[src/design/hnfe_pkg.sv]
// ----------------------------------------------------------------------------
// hnfe_pkg: shared types and constants for the HDLC NRZI frame encoder
// Request codes, line constants, channel payload structs, queue entry and
// back-end state encoding.
// ----------------------------------------------------------------------------
package hnfe_pkg;

  // request codes on in_data.req_type
  localparam logic [1:0] REQ_FLAG = 2'd0;
  localparam logic [1:0] REQ_DATA = 2'd1;
  localparam logic [1:0] REQ_END  = 2'd2;

  localparam logic [7:0]  FLAG_BYTE   = 8'h7E;
  localparam logic [2:0]  STUFF_LIMIT = 3'd5;
  localparam logic [15:0] FCS_POLY    = 16'h8408;
  localparam logic [15:0] FCS_INIT    = 16'hFFFF;

  localparam int QUEUE_DEPTH = 2;

  typedef struct packed {
    logic [1:0] req_type;
    logic [7:0] data_byte;
  } in_item_t;

  typedef struct packed {
    logic line_level;
    logic stuffed;
    logic last;
  } out_item_t;

  typedef enum logic [1:0] {
    CMD_FLAG,
    CMD_DATA,
    CMD_END
  } cmd_kind_t;

  typedef struct packed {
    cmd_kind_t  kind;
    logic [7:0] data_byte;
  } cmd_t;

  typedef struct packed {
    logic full;
    logic empty;
  } q_status_t;

  typedef enum logic [2:0] {
    BK_IDLE,
    BK_DATA,
    BK_FCS_LO,
    BK_FCS_HI,
    BK_FLAG
  } bk_state_t;

endpackage

[src/design/hnfe_front.sv]
// ----------------------------------------------------------------------------
// hnfe_front: request intake
// Accepts requests, decodes the request code into a queue command and drops
// the unused code.
// ----------------------------------------------------------------------------
module hnfe_front (
  input  logic                in_valid,
  output logic                in_stall,
  input  hnfe_pkg::in_item_t  in_data,
  input  hnfe_pkg::q_status_t q_st,
  output logic                push,
  output hnfe_pkg::cmd_t      push_cmd
);
  import hnfe_pkg::*;

  logic accept;
  logic known;

  assign in_stall = q_st.full;
  assign accept   = in_valid && !in_stall;

  always_comb begin
    known         = 1'b1;
    push_cmd.kind = CMD_FLAG;
    unique case (in_data.req_type)
      REQ_FLAG: push_cmd.kind = CMD_FLAG;
      REQ_DATA: push_cmd.kind = CMD_DATA;
      REQ_END:  push_cmd.kind = CMD_END;
      default:  known = 1'b0;
    endcase
    push_cmd.data_byte = in_data.data_byte;
  end

  assign push = accept && known;

endmodule

[src/design/hnfe_queue.sv]
// ----------------------------------------------------------------------------
// hnfe_queue: command queue
// Short FIFO between the intake and the bit serializer.
// ----------------------------------------------------------------------------
module hnfe_queue #(
  parameter int DEPTH = hnfe_pkg::QUEUE_DEPTH
) (
  input  logic                clk,
  input  logic                rst_n,
  input  logic                push,
  input  hnfe_pkg::cmd_t      push_cmd,
  input  logic                pop,
  output hnfe_pkg::cmd_t      head,
  output hnfe_pkg::q_status_t q_st
);
  import hnfe_pkg::*;

  localparam int PW = (DEPTH > 1) ? $clog2(DEPTH) : 1;
  localparam int CW = $clog2(DEPTH + 1);

  cmd_t          mem_r [DEPTH];
  logic [PW-1:0] wr_ptr_r, wr_ptr_nxt;
  logic [PW-1:0] rd_ptr_r, rd_ptr_nxt;
  logic [CW-1:0] cnt_r, cnt_nxt;
  logic          do_push, do_pop;

  assign q_st.full  = (cnt_r == CW'(DEPTH));
  assign q_st.empty = (cnt_r == '0);
  assign do_push    = push && !q_st.full;
  assign do_pop     = pop && !q_st.empty;
  assign head       = mem_r[rd_ptr_r];

  always_comb begin
    wr_ptr_nxt = wr_ptr_r;
    rd_ptr_nxt = rd_ptr_r;
    cnt_nxt    = cnt_r;
    if (do_push) begin
      wr_ptr_nxt = (wr_ptr_r == PW'(DEPTH - 1)) ? '0 : wr_ptr_r + 1'b1;
    end
    if (do_pop) begin
      rd_ptr_nxt = (rd_ptr_r == PW'(DEPTH - 1)) ? '0 : rd_ptr_r + 1'b1;
    end
    if (do_push && !do_pop) begin
      cnt_nxt = cnt_r + 1'b1;
    end else if (do_pop && !do_push) begin
      cnt_nxt = cnt_r - 1'b1;
    end
  end

  always_ff @(posedge clk) begin
    if (!rst_n) begin
      wr_ptr_r <= '0;
      rd_ptr_r <= '0;
      cnt_r    <= '0;
    end else begin
      wr_ptr_r <= wr_ptr_nxt;
      rd_ptr_r <= rd_ptr_nxt;
      cnt_r    <= cnt_nxt;
    end
  end

  always_ff @(posedge clk) begin
    if (do_push) begin
      mem_r[wr_ptr_r] <= push_cmd;
    end
  end

endmodule

[src/design/hnfe_back.sv]
// ----------------------------------------------------------------------------
// hnfe_back: bit serializer
// Sends one line bit per cycle while the output is not stalled: bit stuffing,
// FCS update, NRZI coding and the output register.
// ----------------------------------------------------------------------------
module hnfe_back (
  input  logic                 clk,
  input  logic                 rst_n,
  input  hnfe_pkg::cmd_t       head,
  input  hnfe_pkg::q_status_t  q_st,
  output logic                 pop,
  output logic                 out_valid,
  input  logic                 out_stall,
  output hnfe_pkg::out_item_t  out_data
);
  import hnfe_pkg::*;

  bk_state_t   state_r, state_nxt, load_state;
  logic [3:0]  idx_r, idx_nxt;
  logic        stuff_r, stuff_nxt;
  logic [2:0]  ones_r, ones_nxt;
  logic [15:0] fcs_r, fcs_nxt;
  logic        lvl_r, lvl_nxt;
  logic [7:0]  byte_r;
  logic        out_valid_r, out_valid_nxt;
  out_item_t   out_data_r, out_data_nxt;

  logic [7:0]  cur_byte;
  logic        cur_bit;
  logic        line_bit;
  logic        stuff_set;
  logic        byte_done;
  logic        item_done;
  logic        busy;
  logic        advance;
  logic [2:0]  ones_inc;

  assign busy    = (state_r != BK_IDLE);
  assign advance = busy && (!out_valid_r || !out_stall);

  always_comb begin
    unique case (head.kind)
      CMD_FLAG: load_state = BK_FLAG;
      CMD_DATA: load_state = BK_DATA;
      CMD_END:  load_state = BK_FCS_LO;
      default:  load_state = BK_IDLE;
    endcase
  end

  always_comb begin
    unique case (state_r)
      BK_DATA:   cur_byte = byte_r;
      BK_FCS_LO: cur_byte = ~fcs_r[7:0];
      BK_FCS_HI: cur_byte = ~fcs_r[15:8];
      BK_FLAG:   cur_byte = FLAG_BYTE;
      default:   cur_byte = '0;
    endcase
  end

  assign cur_bit   = cur_byte[idx_r[2:0]];
  assign line_bit  = stuff_r ? 1'b0 : cur_bit;
  assign ones_inc  = ones_r + 3'd1;
  // no stuffing inside a flag
  assign stuff_set = !stuff_r && (state_r != BK_FLAG) && cur_bit && (ones_inc >= STUFF_LIMIT);
  assign byte_done = stuff_r ? (idx_r == 4'd8) : ((idx_r == 4'd7) && !stuff_set);
  assign item_done = byte_done && ((state_r == BK_DATA) || (state_r == BK_FLAG));
  assign pop       = !q_st.empty &&
                     ((state_r == BK_IDLE) || (advance && item_done));

  // next state
  always_comb begin
    state_nxt = state_r;
    unique case (state_r)
      BK_IDLE: begin
        if (!q_st.empty) state_nxt = load_state;
      end
      BK_FCS_LO: begin
        if (advance && byte_done) state_nxt = BK_FCS_HI;
      end
      BK_FCS_HI: begin
        if (advance && byte_done) state_nxt = BK_FLAG;
      end
      default: begin
        if (advance && byte_done) begin
          state_nxt = q_st.empty ? BK_IDLE : load_state;
        end
      end
    endcase
  end

  // datapath and outputs
  always_comb begin
    idx_nxt       = idx_r;
    stuff_nxt     = stuff_r;
    ones_nxt      = ones_r;
    fcs_nxt       = fcs_r;
    lvl_nxt       = lvl_r;
    out_data_nxt  = out_data_r;
    out_valid_nxt = out_valid_r;
    if (advance) begin
      lvl_nxt                 = line_bit ? lvl_r : ~lvl_r;
      out_valid_nxt           = 1'b1;
      out_data_nxt.line_level = line_bit ? lvl_r : ~lvl_r;
      out_data_nxt.stuffed    = stuff_r;
      out_data_nxt.last       = item_done;
      if (stuff_r) begin
        stuff_nxt = 1'b0;
        ones_nxt  = '0;
      end else begin
        idx_nxt = idx_r + 4'd1;
        if (state_r != BK_FLAG) begin
          ones_nxt  = cur_bit ? ones_inc : 3'd0;
          stuff_nxt = stuff_set;
        end
        if (state_r == BK_DATA) begin
          fcs_nxt = (fcs_r >> 1) ^ ((fcs_r[0] ^ cur_bit) ? FCS_POLY : 16'h0000);
        end
      end
      if (byte_done) begin
        idx_nxt = '0;
        if (state_r == BK_FLAG) begin
          ones_nxt = '0;
          fcs_nxt  = FCS_INIT;
        end
      end
    end else if (!out_stall) begin
      out_valid_nxt = 1'b0;
    end
  end

  always_ff @(posedge clk) begin
    if (!rst_n) begin
      state_r     <= BK_IDLE;
      idx_r       <= '0;
      stuff_r     <= 1'b0;
      ones_r      <= '0;
      fcs_r       <= FCS_INIT;
      lvl_r       <= 1'b1;
      out_valid_r <= 1'b0;
    end else begin
      state_r     <= state_nxt;
      idx_r       <= idx_nxt;
      stuff_r     <= stuff_nxt;
      ones_r      <= ones_nxt;
      fcs_r       <= fcs_nxt;
      lvl_r       <= lvl_nxt;
      out_valid_r <= out_valid_nxt;
    end
  end

  always_ff @(posedge clk) begin
    if (pop) begin
      byte_r <= head.data_byte;
    end
    out_data_r <= out_data_nxt;
  end

  assign out_valid = out_valid_r;
  assign out_data  = out_data_r;

  a_stuff_after_run: assert property (@(posedge clk) disable iff (!rst_n)
    stuff_r |-> (ones_r == STUFF_LIMIT))
    else $error("stuff pending without a full run of ones");

  a_no_stuff_in_flag: assert property (@(posedge clk) disable iff (!rst_n)
    stuff_r |-> (state_r != BK_FLAG) && (state_r != BK_IDLE))
    else $error("stuff pending in flag or idle");

  a_idle_clean: assert property (@(posedge clk) disable iff (!rst_n)
    (state_r == BK_IDLE) |-> (idx_r == 4'd0) && !stuff_r)
    else $error("idle with bit position not cleared");

  a_hold_stalled: assert property (@(posedge clk) disable iff (!rst_n)
    (out_valid_r && out_stall) |=> out_valid_r && $stable(out_data_r)
      && $stable(lvl_r))
    else $error("output or line level moved while stalled");

  a_flag_resets_fcs: assert property (@(posedge clk) disable iff (!rst_n)
    (advance && byte_done && (state_r == BK_FLAG)) |=>
      (fcs_r == FCS_INIT) && (ones_r == 3'd0))
    else $error("flag did not reset FCS and ones run");

endmodule

[src/design/hdlc_nrzi_frame_encoder_top.sv]
// ----------------------------------------------------------------------------
// hdlc_nrzi_frame_encoder_top: HDLC frame bit encoder with NRZI line coding
// Turns flag, data and end-of-frame requests into a stream of line bits.
// ----------------------------------------------------------------------------
// Usage:
//   in_valid/in_stall/in_data carry one request (flag, data byte or end of
//   frame). Request code 3 is taken and dropped with no line bits.
//   out_valid/out_stall/out_data carry one line bit per transfer: NRZI level,
//   a stuffing marker and a last marker on the final bit of each request.
//   A flag gives 8 bits, a data byte 8 to 10, end of frame 24 to 28.
//   Throughput: one line bit per cycle from the serializer while the output
//   is not stalled; requests queue in a 2-entry command FIFO and a queued
//   one starts right after the previous last bit, with no idle state between.
//   From idle, a taken request passes the queue, the serializer state
//   register and the output register before its first line bit appears.
//   Reset: line level mark, ones run cleared, FCS 0xFFFF, queue empty.
//   When out_stall is high while out_valid is set, the serializer holds;
//   requests keep being taken until the queue fills, then in_stall rises.
// ----------------------------------------------------------------------------
module hdlc_nrzi_frame_encoder_top #(
  parameter int QDEPTH = hnfe_pkg::QUEUE_DEPTH
) (
  input  logic                clk,
  input  logic                rst_n,
  input  logic                in_valid,
  output logic                in_stall,
  input  hnfe_pkg::in_item_t  in_data,
  output logic                out_valid,
  input  logic                out_stall,
  output hnfe_pkg::out_item_t out_data
);
  import hnfe_pkg::*;

  q_status_t q_st;
  logic      push;
  cmd_t      push_cmd;
  logic      pop;
  cmd_t      head;

  hnfe_front u_front (
    .in_valid (in_valid),
    .in_stall (in_stall),
    .in_data  (in_data),
    .q_st     (q_st),
    .push     (push),
    .push_cmd (push_cmd)
  );

  hnfe_queue #(
    .DEPTH (QDEPTH)
  ) u_queue (
    .clk      (clk),
    .rst_n    (rst_n),
    .push     (push),
    .push_cmd (push_cmd),
    .pop      (pop),
    .head     (head),
    .q_st     (q_st)
  );

  hnfe_back u_back (
    .clk       (clk),
    .rst_n     (rst_n),
    .head      (head),
    .q_st      (q_st),
    .pop       (pop),
    .out_valid (out_valid),
    .out_stall (out_stall),
    .out_data  (out_data)
  );

endmodule

[config.mk]
export PLATFORM = sky130hd
export DESIGN_NAME = hdlc_nrzi_frame_encoder_top
export DESIGN_NICKNAME = d
export VERILOG_FILES = /design/src/design/hnfe_pkg.sv /design/src/design/hnfe_front.sv /design/src/design/hnfe_queue.sv /design/src/design/hnfe_back.sv /design/src/design/hdlc_nrzi_frame_encoder_top.sv
export SDC_FILE = /design/constraint.sdc
export NUM_CORES = 1
export LEC_CHECK = 0
export CORE_MARGIN = 3
export CORE_UTILIZATION = 48
export CTS_CLUSTER_SIZE = 25
export DETAILED_ROUTE_END_ITERATION = 6
export DONT_BUFFER_PORTS = 1
export PLACE_DENSITY = 0.71
export RECOVER_POWER = 25
export SLEW_MARGIN = 10
export SYNTH_ARGS = -nofsm -noshare
export SYNTH_HDL_FRONTEND = slang
export SYNTH_HIERARCHICAL = 1
export SYNTH_SLANG_ARGS = --single-unit
[constraint.sdc]
create_clock -name clk -period 8.5 [get_ports clk]
set_input_delay 1.7 -clock clk [delete_from_list [all_inputs] [get_ports clk]]
set_output_delay 1.7 -clock clk [all_outputs]
set_load 0.05 [all_outputs]
# Word level (Yosys, flattened, before mapping)
# Memory sizes are Yosys's and may differ from the RTL's. A register that Yosys moved wholly into a read port is not among the register bits.
# Index checks and enable logic that the tools add are counted.
# word_totals
reg_bits	44
mem_count	1
ram_bits	20
output_inout_bits	5
# op_classes
n_lt_le_gt_ge	2
addsub	6
n_mux	39
bitwise_logic	5
reduce_logical	36
eq_ne	17
# memory_table
memory	depth	width	rd	rd_clocked_by_memory_dff	wr	line	source
u_queue.mem_r	2	10	1	1	1	hnfe_queue.sv:21	cmd_t mem_r [DEPTH];
# ops
operator	n
two-way mux 16 bit	5
one-hot mux 8 bit (4 select lines)	1
two-way mux 3 bit	10
one-hot mux 3 bit (3 select lines)	2
NOT 8 bit	2
bitwise XOR 15 x 16 -> 16 bit	1
logical AND 1 bit	15
two-way mux 1 bit	15
logical NOT 1 bit	8
two-way mux 4 bit	2
== test 2 bit, second input constant	3
== test 3 x 2 -> 1 bit, second input constant	2
logical NOT 2 bit	3
!= test 2 x 1 -> 1 bit, second input constant	3
adder 4 x 1 -> 4 bit, second input constant	1
== test 2 x 1 -> 1 bit, second input constant	2
== test 4 x 3 -> 1 bit, second input constant	1
== test 4 bit, second input constant	1
< comparator 3 x 4 -> 1 bit, second input constant	1
two-way mux 2 bit	2
!= test 2 bit, second input constant	2
one-hot mux 2 bit (2 select lines)	1
AND reduction 4 bit	1
nonzero test 2 bit	2
16 further kinds	19

# Longest topological paths before layout
# Gate-level depths: netlist of run 1.
# depth
depth_word	17
depth_mapped	15
mapped_depth_nobuf	14

# By module
# The synthesis of run 1 kept the hierarchy.
# modules_own_cells
mod	area_per_inst_um2	cells_each	instances
hnfe_back	2189.6	245	1
hnfe_queue	945.9	57	1
hnfe_front	98.8	13	1

# Worst setup path after synthesis of run 1
# OpenSTA, ideal clock, no wires.
# synth_timing
path_kind	in2reg
from	input port out_stall
to	register u_queue.cnt_r[1]
t_required_ns	8.430
cell_stages	10
path_slack_ns	4.569
arrival_time_ns	3.861
cell_sequence	nand2_1 > nand2_1 > nor2_1 > o21ai_2 > maj3_2 > nor3_2 > o21ai_0 > ha_1 > or3_1 > a21oi_1
# synth_via
elab_chain_len	10
# synth_lines
item	line	source
start, declared	hdlc_nrzi_frame_encoder_top.sv:29	input logic out_stall,
logical NOT 1 bit *	hnfe_back.sv:39	assign advance = busy && (!out_valid_r || !out_stall);
logical OR 1 bit *	hnfe_back.sv:39	
logical AND 1 bit *	hnfe_back.sv:39	
logical AND 1 bit *	hnfe_back.sv:68	((state_r == BK_IDLE) || (advance && item_done));
logical OR 1 bit *	hnfe_back.sv:68	
logical AND 1 bit *	hnfe_back.sv:67	assign pop = !q_st.empty &&
via pop	hdlc_nrzi_frame_encoder_top.sv:37	logic pop;
logical AND 1 bit *	hnfe_queue.sv:30	assign do_pop = pop && !q_st.empty;
logical NOT 1 bit	hnfe_queue.sv:43	if (do_push && !do_pop) begin
logical AND 1 bit	hnfe_queue.sv:43	
two-way mux 2 bit / nonzero test 2 bit (equally long branches)	-	
end signal, assigned	hnfe_queue.sv:58	cnt_r <= cnt_nxt;
end, declared	hnfe_queue.sv:24	logic [CW-1:0] cnt_r, cnt_nxt;
# The timed path passes the listed nets; every way through them passes the cells marked *.
# A chain may end at the register's enable or synchronous reset.

# Worst setup path in the final report of run 1
# layout_timing
from	register u_back.state_r[0]
to	register u_queue.cnt_r[1]
# layout_via
elab_chain_len	17
# layout_lines
item	line	source
start, declared	hnfe_back.sv:18	bk_state_t state_r, state_nxt, load_state;
start signal, assigned	hnfe_back.sv:141	state_r <= state_nxt;
== test 3 bit (tied with other cells)	hnfe_back.sv:51, hnfe_back.sv:66	
one-hot mux 8 bit (4 select lines)	hnfe_back.sv:51	unique case (state_r)
binary-select mux 1 bit (select 3 bit)	hnfe_back.sv:60	assign cur_bit = cur_byte[idx_r[2:0]];
two-way mux 1 bit (not written as such)	hnfe_back.sv:60	
logical AND 1 bit (2 in series)	hnfe_back.sv:64	assign stuff_set = !stuff_r && (state_r != BK_FLAG) && cur_bit && (ones_inc >= STUFF_LIMIT);
logical NOT 1 bit	hnfe_back.sv:65	assign byte_done = stuff_r ? (idx_r == 4'd8) : ((idx_r == 4'd7) && !stuff_set);
logical AND 1 bit	hnfe_back.sv:65	
two-way mux 1 bit	hnfe_back.sv:65	
logical AND 1 bit	hnfe_back.sv:66	assign item_done = byte_done && ((state_r == BK_DATA) || (state_r == BK_FLAG));
logical AND 1 bit	hnfe_back.sv:68	
logical OR 1 bit *	hnfe_back.sv:68	
logical AND 1 bit *	hnfe_back.sv:67	
via pop	hdlc_nrzi_frame_encoder_top.sv:37	
logical AND 1 bit *	hnfe_queue.sv:30	
logical NOT 1 bit	hnfe_queue.sv:43	
logical AND 1 bit	hnfe_queue.sv:43	
two-way mux 2 bit / nonzero test 2 bit (equally long branches)	-	
# The timed path passes the listed nets; every way through them passes the cells marked *. The select of a mux whose other input is x is not followed.

==> reports/metrics.yaml, run 1 <==
clock_network:
  htreeDepth: 3
  cts.repair.resized: 0
  clkTransAtPathRegs_ns: 0.07
  cts_tree: "done"
  holdBufCountCts: 0
  clockBufferDepth: 2
  cts_root_buf: "clkbuf_8"
  clkLatencyLatePin_ns: 0.34
  cts.sinks: 65
  cts_inserted_buffers: 9
  cts_setup_buffers: 0
global_route:
  gr-usage-met1_pct: 22.7
  grt-busiest-layer: "met2"
  grt_pass1_vias: 2059
  grt-ovfl-total: 0
  grt_util_met2_pct: 25.5
  grt_max_degree: 29
  track_usage_pct: 16.7
  met3_usage_pct: 5.55
  antenna_found_initial: 0
  grt_pass1_wl_mm: 9.83
route:
  wl_mm: 5.81
  drc: 0
  dr.pass1.iters: 4
  ant_nets: 0
  drt_iter0_drc: 129
  wl_per_cell_um: 15.1
  num_vias: 2174
  vias_per_cell: 5.65
floorplanning:
  die_area_um2: 7760
  ioPinCount: 19
  die_h_um: 88.1
  rows: 29
  dieWidth_um: 88.1
  start_util_pct: 50.4
  coreArea_um2: 6420
sta:
  post-route-period-util_pct: 51.1
  drv_slew: 0
  slew_headroom_pct: 35.7
  grt_setup_unrepaired: "false"
  setup_violations: 0
  setup_tns_ns: 0
  skew_ns: 0.0110
  fmax_mhz: 230
  min_period_ns: 4.35
  setup_slack_ns: 4.15
  tightest_slew_ns: 0.963
  hold_violations: 0
setup_path:
  crit_arrival_ns: 4.61
  endpoint_kind: "flip-flop"
  cpMaxStageDelayCell: "dfxtp_1"
  setup.worst_path.start_class: "flip-flop"
  r2r-start: "u_back/state_r[0]"
  critPathBufInv: 0
  crit_fanout: 26
  slowest_delay_ns: 0.95
  critPathKind: "reg -> reg"
  crit_required_ns: 8.77
  cp-startpoint: "u_back/state_r[0]"
  rr_worst_depth: 12
  path_delay_family: "compound AO/OA/AOI/OAI gates"
  r2r_end: "u_queue/cnt_r[1]"
  r2r_slack_ns: 4.15
  crit_chain: "mux2i_1, a31o_1, o22ai_2, o2111ai_1, nand3_2, o21ai_2, maj3_2, nor3_2, o21ai_0, ha_1, or3_1, a21oi_1"
run:
  drv_cap: 0
place:
  dp_hpwl_mm: 4.08
  placedCellCount: 369
  pre_cts_ws_ns: 3.97
  gp_congestion: 0.833
  port_buffers: 0
power:
  fin_total_pwr_mw: 1.13
  swShare_pct: 38.3
  power_frac_seq_pct: 45.1
  vdd_ir_drop_max_uv: 151
  p_leak_nw: 1.16
  clkPwrFrac_pct: 21.5
  p_sw_mw: 0.435
  internal_power_mw: 0.700
  p_per_area_nw_per_um2: 337
  power_frac_comb_pct: 33.4
finish:
  mostFrequentLayoutCells: "dfxtp_1, edfxtp_1, nor2_1"
  drive_gt1_share_pct: 14.6
  syn2layout_area_growth_pct: 3.98
  final_util_pct: 52.4
  final_common_cell: "dfxtp_1"
  diodes: 0
  finalNetCount: 322
  fin_cells: 385
min_path:
  hold_class: "reg -> reg"
  hp-start: "u_back/fcs_r[14]"
  hold_depth: 2
  holdPathEnd: "u_back/fcs_r[14]"
logic_synthesis:
  yosysUniqueCellTypes: 62
  ys_seq_elements: 65
  syn_nets: 334
  ys_seq_area_share_pct: 49.8
  yosys_most_used_dff: "dfxtp_1"
  yosysWarningCount: 6
  synth-edff-count: 31
  synth_area_per_cell_um2: 10.3
  synthArstFlopShare_pct: 0
  synthCells: 315
  netlist_area_um2: 3230
status:
  outcome: "finished clean"
[cells in the mapped netlist, types with 2 or more instances]
library cell	instances	area (µm²)
nand2_1	22	82.6
clkbuf_1	3	11.3
inv_1	15	56.3
xor2_1	6	52.6
buf_4	12	90.1
a21oi_1	16	80.1
or3_1	3	18.8
a21boi_0	2	15.0
a211oi_1	3	22.5
buf_2	6	30.0
nor2b_1	2	12.5
o21a_1	4	30.0
buf_6	3	33.8
nor3_2	2	20.0
a211oi_2	2	25.0
mux2_2	10	113
dfxtp_1	34	681
o21ai_1	4	20.0
nand2b_1	10	62.6
o22ai_1	13	81.3
nor2_1	27	101
nand3_1	10	50.1
mux2i_1	7	70.1
ha_1	5	62.6
nor4_1	6	37.5
nand3b_1	2	15.0
edfxtp_1	31	931
nor3_1	11	55.1
o21ai_0	11	55.1
[layout make-up]
| class | instances | area (µm²) |
|---|---|---|
| multi-input cells | 208 | 1390 |
| flip-flops and latches | 65 | 1610 |
| clock buffers | 10 | 128 |
| inverters | 17 | 63.8 |
| fillers | 555 | 3060 |
| clock inverters | 6 | 58.8 |
| well taps | 77 | 96.3 |
| repair buffers | 2 | 15.0 |
[tightest hold or removal path, delay by kind of cell, from the launching register on]
kind	cells	cell delay (ns)
flip-flops	1	0.35
AND/OR/NAND/NOR	1	0.06
AO/OA/AOI/OAI	1	0.07
[metrics by stage]
stage | area, µm² | hold WS, ns
3_3_place_gp | 3180 | 0.485
4_1_cts | 3360 | 0.503
5_1_grt | 3360 | 0.528
2_1_floorplan | 3230 | 0.458
3_5_place_dp | 3180 | 0.486
6_report | 3360 | 0.502
[how the worst max path moves through the flow]
stage / to / slack, ns / depth (start not counted)
finish: u_queue/cnt_r[1] / 4.15 / 12
global route: u_queue/cnt_r[1] / 3.87 / 12
CTS: u_queue/cnt_r[1] / 4.19 / 12
detailed placement: u_queue/cnt_r[1] / 3.97 / 10
global placement: u_queue/cnt_r[1] / 4.12 / 10
floorplan: u_queue/cnt_r[1] / 4.57 / 10
[per-layer routing]
| layer | part of all wire [%] | up-vias |
|---|---|---|
| met4 | 1.3 | 0 |
| met2 | 46 | 37 |
| met5 | 0 | - |
| met3 | 3.5 | 7 |
| li1 | - | 1096 |
| met1 | 49 | 1034 |
[registers in the layout, summed over array words and instances (netlist names), 2 cells and up, named ones only]
signal and count:
u_back/state_r 3, u_back/fcs_r 16, u_back/idx_r 4, u_back/out_data 3, u_queue/mem_r 20, u_back/byte_r 8, u_back/ones_r 3, u_queue/cnt_r 2
[power by group through the flow]
stage | combinational [mW] | sequential [mW] | clock (mW)
6_report | 0.379 | 0.512 | 0.244
5_1_grt | 0.426 | 0.522 | 0.265
4_1_cts | 0.379 | 0.512 | 0.251
2_1_floorplan | 0.378 | 0.470 | 0
3_3_place_gp | 0.367 | 0.516 | 0
3_5_place_dp | 0.376 | 0.519 | 0
[cell families after synthesis]
logic type	count (synthesis)	share of synthesized area, %
xor+xnor	8	2.40
simple gates	106	17.3
mux	18	6.00
flops	65	49.8
fa+ha+maj	6	2.28
compound gates	70	15.0
buf+inv	42	7.19
Power figures use the tool's default switching activity.
==> run 2: changes to the inputs <==
- PLACE_DENSITY: 0.71 -> 0.73
- clock period: 8.5 -> 3.5 ns (I/O delays scaled with it)
==> run 2 against run 1 <==
  * Cell count grew 3.9%
  * Largest cell class unchanged
  * Count of clock-buffer cells in the layout fell by 1
  * Sequential share of layout area fell by 1.4 points
  * Flip-flop and latch count did not move
  * Via count increased by 6.2%
  * Clock skew is 0.00080 ns lower
  * Register-to-register slack lost 3.9 ns
  * Highest routed layer unchanged
  * First-iteration DRC count rose by 60%
  * Combinational power increased to 2.9 times the previous value
  * Die area is the same
  * Worst setup slack lost 3.9 ns
  * Non-clock buffer count grew 15
==> reports/metrics.yaml, run 2 (same netlist as run 1, synthesis figures left out) <==
power:
  fin_total_pwr_mw: 2.87  # +150%
  power_frac_comb_pct: 38.2  # +4.8 points
  vdd_ir_drop_max_uv: 398  # +160%
  internal_power_mw: 1.73  # +150%
  clkPwrFrac_pct: 19.1  # -2.4 points
  p_per_area_nw_per_um2: 828  # +150%
  power_frac_seq_pct: 42.8  # -2.3 points
  p_leak_nw: 1.23  # +6.0%
  swShare_pct: 39.7  # +1.3 points
  p_sw_mw: 1.14  # +160%
finish:
  fin_cells: 400  # +3.9%
  largest_reg_flops: 20  # unchanged
  diodes: 0  # unchanged
  fillers: 568  # +2.3%
  regMostFlops: "u_queue/mem_r"
  final_common_cell: "dfxtp_1"
  drive_gt1_share_pct: 19.5  # +4.9 points
  largestRegisters: "u_queue/mem_r x20, u_back/fcs_r x16, u_back/byte_r x8"
  syn2layout_area_growth_pct: 7.20
  mostFrequentLayoutCells: "dfxtp_1, edfxtp_1, nor2_1"
  multi_input_area_um2: 1400  # +0.45%
  finalNetCount: 337  # +4.7%
  seqCellArea_um2: 1610  # about the same
place:
  port_buffers: 0  # unchanged
  gp_congestion: 0.899  # +8.0%
  placedCellCount: 382  # +3.5%
  dp_hpwl_mm: 4.49  # +9.9%
setup_path:
  crit_arrival_ns: 3.52  # -1.09 ns
  endpoint_kind: "flip-flop"
  slowest_delay_ns: 0.56  # -0.39 ns
  setup.worst_path.start_class: "flip-flop"
  crit_required_ns: 3.76  # -5.01 ns
  critPathKind: "reg -> reg"
  crit_fanout: 11  # -58%
  crit_chain: "buf_4, nand3b_4, a211oi_2, a311oi_2, o32ai_4, nand3_2, o21ai_2, maj3_2, nor3_4, o21ai_0, ha_1, or3_1, a21oi_1"
  cpMaxStageDelayCell: "dfxtp_1"
min_path:
  hold_class: "in -> reg"
floorplanning:
  rows: 29  # unchanged
  dieWidth_um: 88.1  # unchanged
  die_area_um2: 7760  # unchanged
  start_util_pct: 50.4  # unchanged
  die_h_um: 88.1  # unchanged
  ioPinCount: 19  # unchanged
  coreArea_um2: 6420  # unchanged
sta:
  setup_violations: 0  # unchanged
  skew_ns: 0.0102  # -0.000804 ns
  tightest_slew_ns: 0.845  # -0.118 ns
  fmax_mhz: 307  # +33%
  slew_headroom_pct: 43.3  # +7.7 points
  min_period_ns: 3.26  # -1.09 ns
  drv_slew: 0  # unchanged
  post-route-period-util_pct: 93.1  # +42 points
  grt_setup_unrepaired: "false"
  hold_violations: 0  # unchanged
route:
  vias_per_cell: 5.77  # +2.2%
  wl_per_cell_um: 15.8  # +4.8%
  dr.pass1.iters: 5  # +1
  ant_nets: 0  # unchanged
  drc: 0  # unchanged
  drt_iter0_drc: 207  # +60%
  num_vias: 2308  # +6.2%
  wl_mm: 6.33  # +8.9%
global_route:
  gr-usage-met1_pct: 23.9  # +1.2 points
  grt-busiest-layer: "met2"
  grt_pass1_vias: 2195  # +6.6%
  antenna_found_initial: 0  # unchanged
  grt_util_met2_pct: 27.3  # +1.8 points
  grt_pass1_wl_mm: 10.5  # +7.1%
  grt-ovfl-total: 0  # unchanged
  track_usage_pct: 17.8  # +1.1 points
  grt_max_degree: 26  # -10%
  met3_usage_pct: 5.27  # -0.28 points
run:
  drv_cap: 0  # unchanged
clock_network:
  clkTransAtPathRegs_ns: 0.07  # about the same
  cts.sinks: 65  # unchanged
  cts_inserted_buffers: 9  # unchanged
  clockBufferDepth: 2  # unchanged
  cts_tree: "done"
  htreeDepth: 3  # unchanged
  clkLatencyLatePin_ns: 0.33  # about the same
  cts_root_buf: "clkbuf_8"
status:
  outcome: "finished clean"
run 2: metal layers:
layer	part of all wire (%)	vias to the layer above
met2	47	82
met3	5.2	8
met5	0	-
met4	0.96	0
met1	47	1091
li1	-	1127
run 2: what timing repair did:
| item | 4_1_cts | 5_1_grt |
|---|---|---|
| pin swaps | 0 | 1 |
| setup endpoints to repair | 1 | 1 |
| resized for setup | 2 | 0 |
| hold buffers | 0 | 0 |
| buffers inserted | 0 | 2 |
run 2: path summary, 6_finish.rpt:
path                startpoint               end  slack (ns)  depth (start not counted)
min reg2reg   u_back/fcs_r[14]  u_back/fcs_r[14]        0.50                          2
max          u_back/state_r[0]  u_queue/cnt_r[1]        0.24                         13
min                      rst_n   u_back/fcs_r[0]        0.43                          1
max reg2reg  u_back/state_r[0]  u_queue/cnt_r[1]        0.24                         13
run 2: layout make-up:
| type | count | area share [%] |
|---|---|---|
| sequential | 65 | 46.5 |
| multi-input combinational | 208 | 40.3 |
| timing repair buffer | 17 | 3.68 |
| clock buffer | 9 | 3.57 |
| tap | 77 | 2.78 |
| inverter | 17 | 1.84 |
| clock inverter | 7 | 1.34 |
run 2: through the flow:
step	setup TNS [ns]	setup slack [ns]	utilization, %	hold WS [ns]	cell area (µm²)
after floorplan	0	0.167	-	0.458	3230
after global placement	-0.0297	-0.0297	51.0	0.484	3270
after detailed placement	-0.182	-0.182	51.0	0.485	3270
after CTS	0	0.0798	53.8	0.412	3450
after global routing	0	0.0446	54.0	0.407	3470
final	0	0.241	54.0	0.428	3470
run 2: power groups by stage:
stage               Clock, mW  Sequential, mW  Combinational [mW]
CTS                     0.559            1.23                1.05
global placement            0            1.24                1.01
floorplan                   0            1.14               0.919
detailed placement          0            1.24                1.03
global route            0.597            1.25                1.20
finish                  0.547            1.23                1.10
run 2: worst max-delay path: cells and delay by family (launching register included):
family	cells	cell delay [ns]
adder cells (fa/ha/maj)	2	0.57
AO/OA/AOI/OAI	6	1.13
buffers and inverters	1	0.26
AND/OR/NAND/NOR	4	0.64
flip-flops	1	0.56
